File: config.mk
export PLATFORM = sky130hd
export DESIGN_NAME = diagonal_trace_code_unpacker_core
export DESIGN_NICKNAME = d
export VERILOG_FILES = /design/src/rtl/core/dtcu_pkg.sv /design/src/rtl/core/diagonal_trace_code_unpacker_core.sv /design/src/rtl/core/dtcu_lane.sv /design/src/rtl/core/dtcu_merge.sv
export SDC_FILE = /design/constraint.sdc
export NUM_CORES = 1
export LEC_CHECK = 0
export BUFFER_PORTS_ARGS = -buffer_cell sky130_fd_sc_hd__buf_2
export CORE_UTILIZATION = 65
export CTS_BUF_LIST = sky130_fd_sc_hd__clkbuf_2 sky130_fd_sc_hd__clkbuf_4 sky130_fd_sc_hd__clkbuf_8
export DETAILED_ROUTE_END_ITERATION = 10
export PLACE_DENSITY = 0.88
export SYNTH_ARGS = -nofsm -noshare
export SYNTH_HDL_FRONTEND = slang
export SYNTH_SLANG_ARGS = --single-unit
File: constraint.sdc
create_clock -name i_clk -period 16.2 [get_ports i_clk]
set_clock_uncertainty 0.15 [all_clocks]
set_input_delay 2.43 -clock i_clk [delete_from_list [all_inputs] [get_ports i_clk]]
set_output_delay 2.43 -clock i_clk [all_outputs]
set_load 0.03 [all_outputs]
File: src/rtl/core/dtcu_pkg.sv
// ---------------------------------------------------------------------------
// dtcu_pkg: shared types and constants of the diagonal trace code unpacker
// Widths, lane split and the control state type used by all core files.
// ---------------------------------------------------------------------------
package dtcu_pkg;

    // Word and code geometry (WORD_BITS is a power of two)
    localparam int WORD_BITS   = 64;
    localparam int CODES       = WORD_BITS / 2;
    localparam int LANES       = 4;
    localparam int LANE_CODES  = CODES / LANES;
    localparam int LIDX_W      = (LANE_CODES > 1) ? $clog2(LANE_CODES) : 1;
    localparam int IDX_W       = (CODES > 1) ? $clog2(CODES) : 1;
    localparam int CNT_W       = $clog2(CODES + 1);

    // Matrix limits
    localparam int MAX_QUERY   = 256;
    localparam int MAX_SUBJECT = 1024;

    // Field widths
    localparam int QL_W        = 9;
    localparam int SL_W        = 11;
    localparam int ROW_W       = 9;
    localparam int COL_W       = 11;
    localparam int CODE_W      = 2;
    localparam int DIAG_W      = 11;
    localparam int PLACED_W    = 9;
    localparam int BLK_W       = $clog2((2 * MAX_QUERY + WORD_BITS - 1) / WORD_BITS + 1);
    localparam int SUM_W       = 12;

    // Stream packing
    localparam int OUT_DATA_W  = 24;
    localparam int OUT_USER_W  = 2;

    // APB
    localparam int APB_AW      = 3;
    localparam int APB_DW      = 32;
    localparam logic REG_QUERY_LEN   = 1'b0;
    localparam logic REG_SUBJECT_LEN = 1'b1;

    // Result kinds carried in tuser[0]
    localparam logic ST_CELL    = 1'b0;
    localparam logic ST_OVERRUN = 1'b1;

    typedef enum logic [1:0] {
        S_IDLE,
        S_HERR,
        S_SCAN,
        S_END
    } t_state;

    // First pending code found by one lane
    typedef struct packed {
        logic               found;
        logic [LIDX_W-1:0]  idx;
        logic [CODE_W-1:0]  code;
    } t_lane_hit;

    // Merged pick over all lanes
    typedef struct packed {
        logic               found;
        logic [IDX_W-1:0]   idx;
        logic [CODE_W-1:0]  code;
        logic               rest;
    } t_pick;

endpackage

File: src/rtl/core/diagonal_trace_code_unpacker_core.sv
// ---------------------------------------------------------------------------
// diagonal_trace_code_unpacker_core: trace code unpacker, top level
// Unpacks 64-bit words of 2-bit traceback codes into (row, col, code) cells.
// ---------------------------------------------------------------------------
// Words arrive one anti-diagonal at a time; each diagonal owns a block of
// ceil(query_len/32) words. Codes are scanned from bit 0 up, zero codes are
// padding, and each nonzero code lands on the next cell of the diagonal
// (row counts down from the start row, column counts up). One request on
// s_axis yields 0 to 32 result requests on m_axis, tlast marking the final
// one. Results leave one per cycle, while the output is not stalled, from a
// single output register. A word is taken in S_IDLE, gives its results in
// S_SCAN, which then closes the scan, and S_END does the block bookkeeping;
// an overrun report rides in the bookkeeping step. The input is taken again
// as soon as the previous word is fully scanned, even while its last result
// still waits in the output register.
// Four lanes of eight codes search for the next pending code in parallel
// and a merge stage picks the lowest. An overrun of the word block gives a
// result with tuser[0] set and restarts at diagonal 1; if the word already
// gave 32 results that error leads the next word. Writing either length
// register restarts the matrix. Writes to registers are for idle times only.
// ---------------------------------------------------------------------------
module diagonal_trace_code_unpacker_core import dtcu_pkg::*; (
    input  logic                   i_clk,
    input  logic                   i_rst_n,
    // input stream
    input  logic                   s_axis_tvalid,
    output logic                   s_axis_tready,
    input  logic [WORD_BITS-1:0]   s_axis_tdata,   // [63:0] packed_word
    // result stream
    output logic                   m_axis_tvalid,
    input  logic                   m_axis_tready,
    output logic [OUT_DATA_W-1:0]  m_axis_tdata,   // [8:0] cell_row, [19:9] cell_col,
                                                   // [21:20] trace_code, [23:22] zero
    output logic [OUT_USER_W-1:0]  m_axis_tuser,   // [0] status, [1] matrix_done
    output logic                   m_axis_tlast,
    // configuration
    input  logic                   psel,
    input  logic                   penable,
    input  logic                   pwrite,
    input  logic [APB_AW-1:0]      paddr,
    input  logic [APB_DW-1:0]      pwdata,
    output logic [APB_DW-1:0]      prdata,
    output logic                   pready
);

    // ---------------- registers ----------------
    t_state               r_state,   n_state;
    logic [WORD_BITS-1:0] r_word,    n_word;
    logic [CODES-1:0]     r_pend,    n_pend;
    logic [CNT_W-1:0]     r_cnt,     n_cnt;      // results given for this word
    logic [QL_W-1:0]      r_ql,      n_ql;
    logic [SL_W-1:0]      r_sl,      n_sl;
    logic [DIAG_W-1:0]    r_diag,    n_diag;
    logic [ROW_W-1:0]     r_srow,    n_srow;
    logic [COL_W-1:0]     r_scol,    n_scol;
    logic [PLACED_W-1:0]  r_placed,  n_placed;
    logic [BLK_W-1:0]     r_wib,     n_wib;
    logic                 r_filled,  n_filled;
    logic                 r_err_held, n_err_held;
    // output register
    logic                 r_ovalid,  n_ovalid;
    logic [ROW_W-1:0]     r_orow,    n_orow;
    logic [COL_W-1:0]     r_ocol,    n_ocol;
    logic [CODE_W-1:0]    r_ocode,   n_ocode;
    logic                 r_ostat,   n_ostat;
    logic                 r_odone,   n_odone;
    logic                 r_olast,   n_olast;

    // ---------------- lanes and merge ----------------
    t_lane_hit            w_hits [LANES];
    t_pick                w_pick;
    logic [CODES-1:0]     w_pend_next;

    for (genvar l = 0; l < LANES; l++) begin : g_lane
        dtcu_lane u_lane (
            .i_codes (r_word[l*CODE_W*LANE_CODES +: CODE_W*LANE_CODES]),
            .i_pend  (r_pend[l*LANE_CODES +: LANE_CODES]),
            .o_hit   (w_hits[l])
        );
    end

    dtcu_merge u_merge (
        .i_hits      (w_hits),
        .i_pend      (r_pend),
        .o_pick      (w_pick),
        .o_pend_next (w_pend_next)
    );

    // ---------------- derived geometry ----------------
    logic [QL_W-1:0]   w_eq;        // clamped query length
    logic [SL_W-1:0]   w_es;        // clamped subject length
    logic [SUM_W-1:0]  w_bw_sum;
    logic [BLK_W-1:0]  w_bw;        // words per diagonal
    logic [SUM_W-1:0]  w_last_diag;
    logic [SUM_W-1:0]  w_right;
    logic [ROW_W-1:0]  w_cells;     // cells on the current diagonal
    logic [BLK_W:0]    w_wib_inc;
    logic              w_blk_end;
    logic [PLACED_W:0] w_placed_inc;
    logic              w_fill_now;
    logic [CNT_W:0]    w_cnt_inc;
    logic              w_slot_free;
    logic              w_apb_wr;
    logic [ROW_W-1:0]  w_row;
    logic [COL_W-1:0]  w_col;

    always_comb begin
        if (r_ql == '0)
            w_eq = QL_W'(1);
        else if (SUM_W'(r_ql) > SUM_W'(MAX_QUERY))
            w_eq = QL_W'(MAX_QUERY);
        else
            w_eq = r_ql;

        if (r_sl == '0)
            w_es = SL_W'(1);
        else if (SUM_W'(r_sl) > SUM_W'(MAX_SUBJECT))
            w_es = SL_W'(MAX_SUBJECT);
        else
            w_es = r_sl;

        // ceil(2*q / WORD_BITS)
        w_bw_sum    = (SUM_W'(w_eq) << 1) + SUM_W'(WORD_BITS - 1);
        w_bw        = BLK_W'(w_bw_sum >> $clog2(WORD_BITS));
        w_last_diag = SUM_W'(w_eq) + SUM_W'(w_es) - SUM_W'(1);

        w_right = SUM_W'(w_es) - SUM_W'(r_scol) + SUM_W'(1);
        if (SUM_W'(r_scol) > SUM_W'(w_es))
            w_cells = ROW_W'(1);
        else if (SUM_W'(r_srow) < w_right)
            w_cells = r_srow;
        else
            w_cells = ROW_W'(w_right);

        w_wib_inc    = {1'b0, r_wib} + (BLK_W+1)'(1);
        w_blk_end    = w_wib_inc >= (BLK_W+1)'(w_bw);
        w_placed_inc = {1'b0, r_placed} + (PLACED_W+1)'(1);
        w_fill_now   = w_placed_inc >= (PLACED_W+1)'(w_cells);
        w_cnt_inc    = {1'b0, r_cnt} + (CNT_W+1)'(1);

        w_row = (r_srow >= ROW_W'(r_placed)) ? (r_srow - ROW_W'(r_placed)) : '0;
        w_col = r_scol + COL_W'(r_placed);

        w_slot_free = !r_ovalid || m_axis_tready;
        w_apb_wr    = psel && penable && pwrite && pready;
    end

    // ---------------- control ----------------
    always_comb begin
        n_state    = r_state;
        n_word     = r_word;
        n_pend     = r_pend;
        n_cnt      = r_cnt;
        n_ql       = r_ql;
        n_sl       = r_sl;
        n_diag     = r_diag;
        n_srow     = r_srow;
        n_scol     = r_scol;
        n_placed   = r_placed;
        n_wib      = r_wib;
        n_filled   = r_filled;
        n_err_held = r_err_held;
        n_ovalid   = r_ovalid && !m_axis_tready;
        n_orow     = r_orow;
        n_ocol     = r_ocol;
        n_ocode    = r_ocode;
        n_ostat    = r_ostat;
        n_odone    = r_odone;
        n_olast    = r_olast;

        case (r_state)
            S_IDLE: begin
                if (s_axis_tvalid) begin
                    n_word = s_axis_tdata;
                    for (int k = 0; k < CODES; k++)
                        n_pend[k] = |s_axis_tdata[CODE_W*k +: CODE_W];
                    n_cnt   = '0;
                    n_state = r_err_held ? S_HERR : S_SCAN;
                end
            end
            S_HERR: begin
                // held overrun leads this word; it is last only when the
                // word has no codes and does not end a one-word block
                if (w_slot_free) begin
                    n_ovalid   = 1'b1;
                    n_orow     = '0;
                    n_ocol     = '0;
                    n_ocode    = '0;
                    n_ostat    = ST_OVERRUN;
                    n_odone    = 1'b0;
                    n_olast    = !((|r_pend) || (w_bw == BLK_W'(1)));
                    n_err_held = 1'b0;
                    n_diag     = DIAG_W'(1);
                    n_srow     = ROW_W'(1);
                    n_scol     = COL_W'(1);
                    n_placed   = '0;
                    n_wib      = '0;
                    n_filled   = 1'b0;
                    n_cnt      = CNT_W'(1);
                    n_state    = S_SCAN;
                end
            end
            S_SCAN: begin
                if (r_filled || !w_pick.found) begin
                    n_state = S_END;
                end else if (w_slot_free) begin
                    n_ovalid = 1'b1;
                    n_orow   = w_row;
                    n_ocol   = w_col;
                    n_ocode  = w_pick.code;
                    n_ostat  = ST_CELL;
                    n_odone  = w_fill_now && (SUM_W'(r_diag) >= w_last_diag);
                    // last unless more cells or a block overrun follow
                    n_olast  = !((!w_fill_now && w_pick.rest) ||
                                 (w_blk_end && !w_fill_now &&
                                  (w_cnt_inc < (CNT_W+1)'(CODES))));
                    n_pend   = w_pend_next;
                    n_placed = PLACED_W'(w_placed_inc);
                    n_filled = w_fill_now;
                    n_cnt    = CNT_W'(w_cnt_inc);
                end
            end
            S_END: begin
                if (!w_blk_end) begin
                    n_wib   = BLK_W'(w_wib_inc);
                    n_state = S_IDLE;
                end else if (r_filled) begin
                    // next diagonal, or back to the first after the last
                    if (SUM_W'(r_diag) >= w_last_diag) begin
                        n_diag = DIAG_W'(1);
                        n_srow = ROW_W'(1);
                        n_scol = COL_W'(1);
                    end else begin
                        n_diag = r_diag + DIAG_W'(1);
                        if (r_srow < w_eq)
                            n_srow = r_srow + ROW_W'(1);
                        else
                            n_scol = r_scol + COL_W'(1);
                    end
                    n_placed = '0;
                    n_wib    = '0;
                    n_filled = 1'b0;
                    n_state  = S_IDLE;
                end else if (r_cnt == CNT_W'(CODES)) begin
                    // no room in this word: report at the head of the next
                    n_err_held = 1'b1;
                    n_diag     = DIAG_W'(1);
                    n_srow     = ROW_W'(1);
                    n_scol     = COL_W'(1);
                    n_placed   = '0;
                    n_wib      = '0;
                    n_filled   = 1'b0;
                    n_state    = S_IDLE;
                end else if (w_slot_free) begin
                    n_ovalid = 1'b1;
                    n_orow   = '0;
                    n_ocol   = '0;
                    n_ocode  = '0;
                    n_ostat  = ST_OVERRUN;
                    n_odone  = 1'b0;
                    n_olast  = 1'b1;
                    n_diag   = DIAG_W'(1);
                    n_srow   = ROW_W'(1);
                    n_scol   = COL_W'(1);
                    n_placed = '0;
                    n_wib    = '0;
                    n_filled = 1'b0;
                    n_state  = S_IDLE;
                end
            end
            default: begin
                n_state = S_IDLE;
            end
        endcase

        // register write: store and restart the matrix
        if (w_apb_wr) begin
            if (paddr[2] == REG_QUERY_LEN)
                n_ql = pwdata[QL_W-1:0];
            else
                n_sl = pwdata[SL_W-1:0];
            n_err_held = 1'b0;
            n_diag     = DIAG_W'(1);
            n_srow     = ROW_W'(1);
            n_scol     = COL_W'(1);
            n_placed   = '0;
            n_wib      = '0;
            n_filled   = 1'b0;
        end
    end

    always_ff @(posedge i_clk) begin
        if (!i_rst_n) begin
            r_state    <= S_IDLE;
            r_cnt      <= '0;
            r_ql       <= QL_W'(1);
            r_sl       <= SL_W'(1);
            r_diag     <= DIAG_W'(1);
            r_srow     <= ROW_W'(1);
            r_scol     <= COL_W'(1);
            r_placed   <= '0;
            r_wib      <= '0;
            r_filled   <= 1'b0;
            r_err_held <= 1'b0;
            r_ovalid   <= 1'b0;
            r_pend     <= '0;
        end else begin
            r_state    <= n_state;
            r_cnt      <= n_cnt;
            r_ql       <= n_ql;
            r_sl       <= n_sl;
            r_diag     <= n_diag;
            r_srow     <= n_srow;
            r_scol     <= n_scol;
            r_placed   <= n_placed;
            r_wib      <= n_wib;
            r_filled   <= n_filled;
            r_err_held <= n_err_held;
            r_ovalid   <= n_ovalid;
            r_pend     <= n_pend;
        end
    end

    // payload, no reset
    always_ff @(posedge i_clk) begin
        r_word  <= n_word;
        r_orow  <= n_orow;
        r_ocol  <= n_ocol;
        r_ocode <= n_ocode;
        r_ostat <= n_ostat;
        r_odone <= n_odone;
        r_olast <= n_olast;
    end

    // ---------------- ports ----------------
    assign s_axis_tready = (r_state == S_IDLE);
    assign m_axis_tvalid = r_ovalid;
    assign m_axis_tdata  = {(OUT_DATA_W - ROW_W - COL_W - CODE_W)'(0), r_ocode, r_ocol, r_orow};
    assign m_axis_tuser  = {r_odone, r_ostat};
    assign m_axis_tlast  = r_olast;
    assign pready        = 1'b1;

    always_comb begin
        if (paddr[2] == REG_QUERY_LEN)
            prdata = APB_DW'(r_ql);
        else
            prdata = APB_DW'(r_sl);
    end

endmodule

File: src/rtl/core/dtcu_lane.sv
// ---------------------------------------------------------------------------
// dtcu_lane: per-lane priority search
// Finds the lowest still-pending nonzero code in one slice of the word.
// ---------------------------------------------------------------------------
module dtcu_lane import dtcu_pkg::*; (
    input  logic [CODE_W*LANE_CODES-1:0] i_codes,
    input  logic [LANE_CODES-1:0]        i_pend,
    output t_lane_hit                    o_hit
);

    always_comb begin
        o_hit = '0;
        // descending so the lowest pending code wins
        for (int k = LANE_CODES - 1; k >= 0; k--) begin
            if (i_pend[k]) begin
                o_hit.found = 1'b1;
                o_hit.idx   = LIDX_W'(k);
                o_hit.code  = i_codes[CODE_W*k +: CODE_W];
            end
        end
    end

endmodule

File: src/rtl/core/dtcu_merge.sv
// ---------------------------------------------------------------------------
// dtcu_merge: lane merge
// Picks the lowest lane with a hit and updates the pending-code mask.
// ---------------------------------------------------------------------------
module dtcu_merge import dtcu_pkg::*; (
    input  t_lane_hit           i_hits [LANES],
    input  logic [CODES-1:0]    i_pend,
    output t_pick               o_pick,
    output logic [CODES-1:0]    o_pend_next
);

    always_comb begin
        o_pick = '0;
        for (int l = LANES - 1; l >= 0; l--) begin
            if (i_hits[l].found) begin
                o_pick.found = 1'b1;
                o_pick.idx   = IDX_W'(l * LANE_CODES) + IDX_W'(i_hits[l].idx);
                o_pick.code  = i_hits[l].code;
            end
        end
        for (int k = 0; k < CODES; k++) begin
            o_pend_next[k] = i_pend[k] && !(o_pick.found && (o_pick.idx == IDX_W'(k)));
        end
        o_pick.rest = |o_pend_next;
    end

endmodule
==> metrics.yaml <==
fp.dieH_um: 143.7
ys_ff_latch: 196
final_max_slew_viol_count: 0
io_pins: 168
synth_cells: 1548
end_kind: "register"
synth.avg_cell_area_um2: 8.425
utilization_pct: 72.03
cap_violations: 0
min_to: "r_ql[4]"
cts.repair.resized: 0
critical_path.max_stage_delay_ps: 540
r2r-end: "m_axis_tlast"
start_kind: "register"
hold_depth: 2
cp_slowest_cell: "o31ai_1"
start_util_pct: 66.58
die_w_um: 143.7
clock_path_buffers: 2
netlist-cell-type-count: 81
clock.fmax_mhz: 151.4
fin_ws_ps: 9595
setup_viol: 0
slew_headroom_pct: 25.54
ys_warn_count: 0
syn_area_um2: 13040
clk_latency_ps: 500
reg2reg_from: "r_sl[10]"
final_nets: 1854
syn2layout_area_growth_pct: 8.192
drc: 0
dieArea_um2: 20640
power_mw: 1.955
std_cell_rows: 51
synth-edff-count: 89
p_per_area_nw_per_um2: 138.6
min_path_type: "register to register"
cts_buffers: 17
tns_ps: 0
grt_pass1_vias: 11020
layout_commonest_cell: "nand2_1"
path_max_fanout: 11
holdCritStartpoint: "r_ql[4]"
grt_pass1_wl_um: 55010
irDropWorstVdd_uv: 108.6
p_leak_nw: 5.637
grt_max_degree: 65
grt_overflow: 0
fin_area_um2: 14110
yosys_most_used_dff: "dfxtp_1"
multiInputGateArea_um2: 7480
fillers: 1536
synthArstFlopShare_pct: 0
antenna_found_initial: 0
cp.arrival_ps: 6710
whs_ps: 353.3
drt-wirelength-per-cell_um: 18.19
critPathRequiredTime_ps: 16310
rsz0062_at_grt: "no"
cts_setup_buffers: 0
ant_nets: 0
port_buffers: 120
layout_common_cells: "nand2_1, a21oi_1, o21ai_0"
worst_slew_pin_slew_ps: 1117
instances_no_fill: 1906
status: "complete, no violations"
cts_tree: "yes"
root_buffer: "clkbuf_8"
vias: 11910
htree_levels: 4
ff2ff_setup_slack_ps: 9600
first_pass_iters: 8
cts.sinks: 196
grt_usage_pct: 34.34
reg2reg_depth: 28
min_period_ps: 6605
postCtsHoldBufs: 0
first_iter_violations: 1356
dp_slack_ps: 9563
routed_via_density: 6.247
ys_seq_area_share_pct: 36.91
final-hold-violation-count: 0
path_clk_slew_ps: 110
yosysTopAreaCellShare_pct: 20.49
design.core.area_um2: 19590
dp.cells: 1872
final_layout_size_suffix_gt1_share_pct: 12.02
postRouteWirelength_um: 34660
min_period_over_period_pct: 40.77
hpwl_um: 25790
yosysTopAreaCell: "edfxtp_1"
post_dp_cell_area_um2: 13680
synth_area_leaders: "edfxtp_1, dfxtp_1, ha_1"
ff_latch_area_um2: 4815
path_class: "register to register"
place_congestion: 0.9622
==> per-layer routing <==
layer | up-vias | part of all wire (%) | global-route usage (%)
met3 | 106 | 9.5 | 5.865
met2 | 651 | 46 | 57.18
met4 | 0 | 3.4 | 14.17
li1 | 5669 | - | -
met5 | - | 0 | 0
met1 | 5480 | 41 | 44.13
==> cell families after synthesis <==
group,Yosys count,synth area share (%)
simple gates,529,18.91
xor+xnor,39,2.619
mux,24,1.928
flops,196,36.91
compound gates,444,21.14
fa+ha+maj,122,11.88
buf+inv,192,6.552
other cells,2,0.05758
==> final cells by class <==
type | count | area share (%)
Multi-Input combinational cell | 1182 | 53.01
Sequential cell | 196 | 34.12
Timing Repair Buffer | 131 | 4.841
Inverter | 98 | 2.607
Tap cell | 265 | 2.350
Clock buffer | 18 | 1.756
Clock inverter | 14 | 1.286
Antenna cell | 2 | 0.03547
==> worst max-delay path, delay by kind of cell (launching register included) <==
family | cells | cell delay (ps)
and+or+nand+nor | 7 | 1100
adders and majority gates | 3 | 990
buffers and inverters | 3 | 550
AOI/OAI and AO/OA | 14 | 2860
xor gates and xnor gates | 1 | 210
DFF | 1 | 480
==> cell usage after synthesis, drive strengths merged, types with 6 or more instances <==
cell	number
nand2	202
a21oi	143
o21ai	131
nor2	123
ha	119
dfxtp	107
inv	96
edfxtp	89
clkbuf	55
buf	39
nor3	39
nand3	34
xnor2	22
nor2b	21
a21o	19
and3	19
nand2b	18
or3	18
xor2	17
mux2i	15
nor4	15
a22oi	14
o211ai	14
o21a	14
a221oi	13
o31ai	12
nand4	11
mux2	9
a211oi	8
a311oi	7
a31oi	7
and2	7
o21bai	7
o22ai	7
o311ai	6
==> registers in the layout, summed over array words and instances (netlist names), 2 cells and up <==
name / count
r_cnt: 6
r_diag: 11
r_ocode: 2
r_ocol: 11
r_orow: 9
r_pend: 32
r_placed: 9
r_ql: 9
r_scol: 11
r_sl: 11
r_srow: 9
r_state: 2
r_wib: 4
r_word: 64
==> worst max-delay path by stage <==
stage,start,cells after the start,to
after floorplan,paddr[2],2,prdata[8]
after global placement,r_sl[10],28,m_axis_tlast
after detailed placement,r_sl[10],28,m_axis_tlast
after CTS,r_sl[10],28,m_axis_tlast
after global routing,r_sl[10],28,m_axis_tlast
final,r_sl[10],28,m_axis_tlast
==> where the power goes <==
part / switching, mW / internal [mW] / leakage (nW)
logic: 0.617 / 0.285 / 3.71
clock network: 0.207 / 0.123 / 0.207
registers: 0.0847 / 0.639 / 1.72
total: 0.908 / 1.05 / 5.64
No activity file was read; power rests on OpenSTA's default activity.
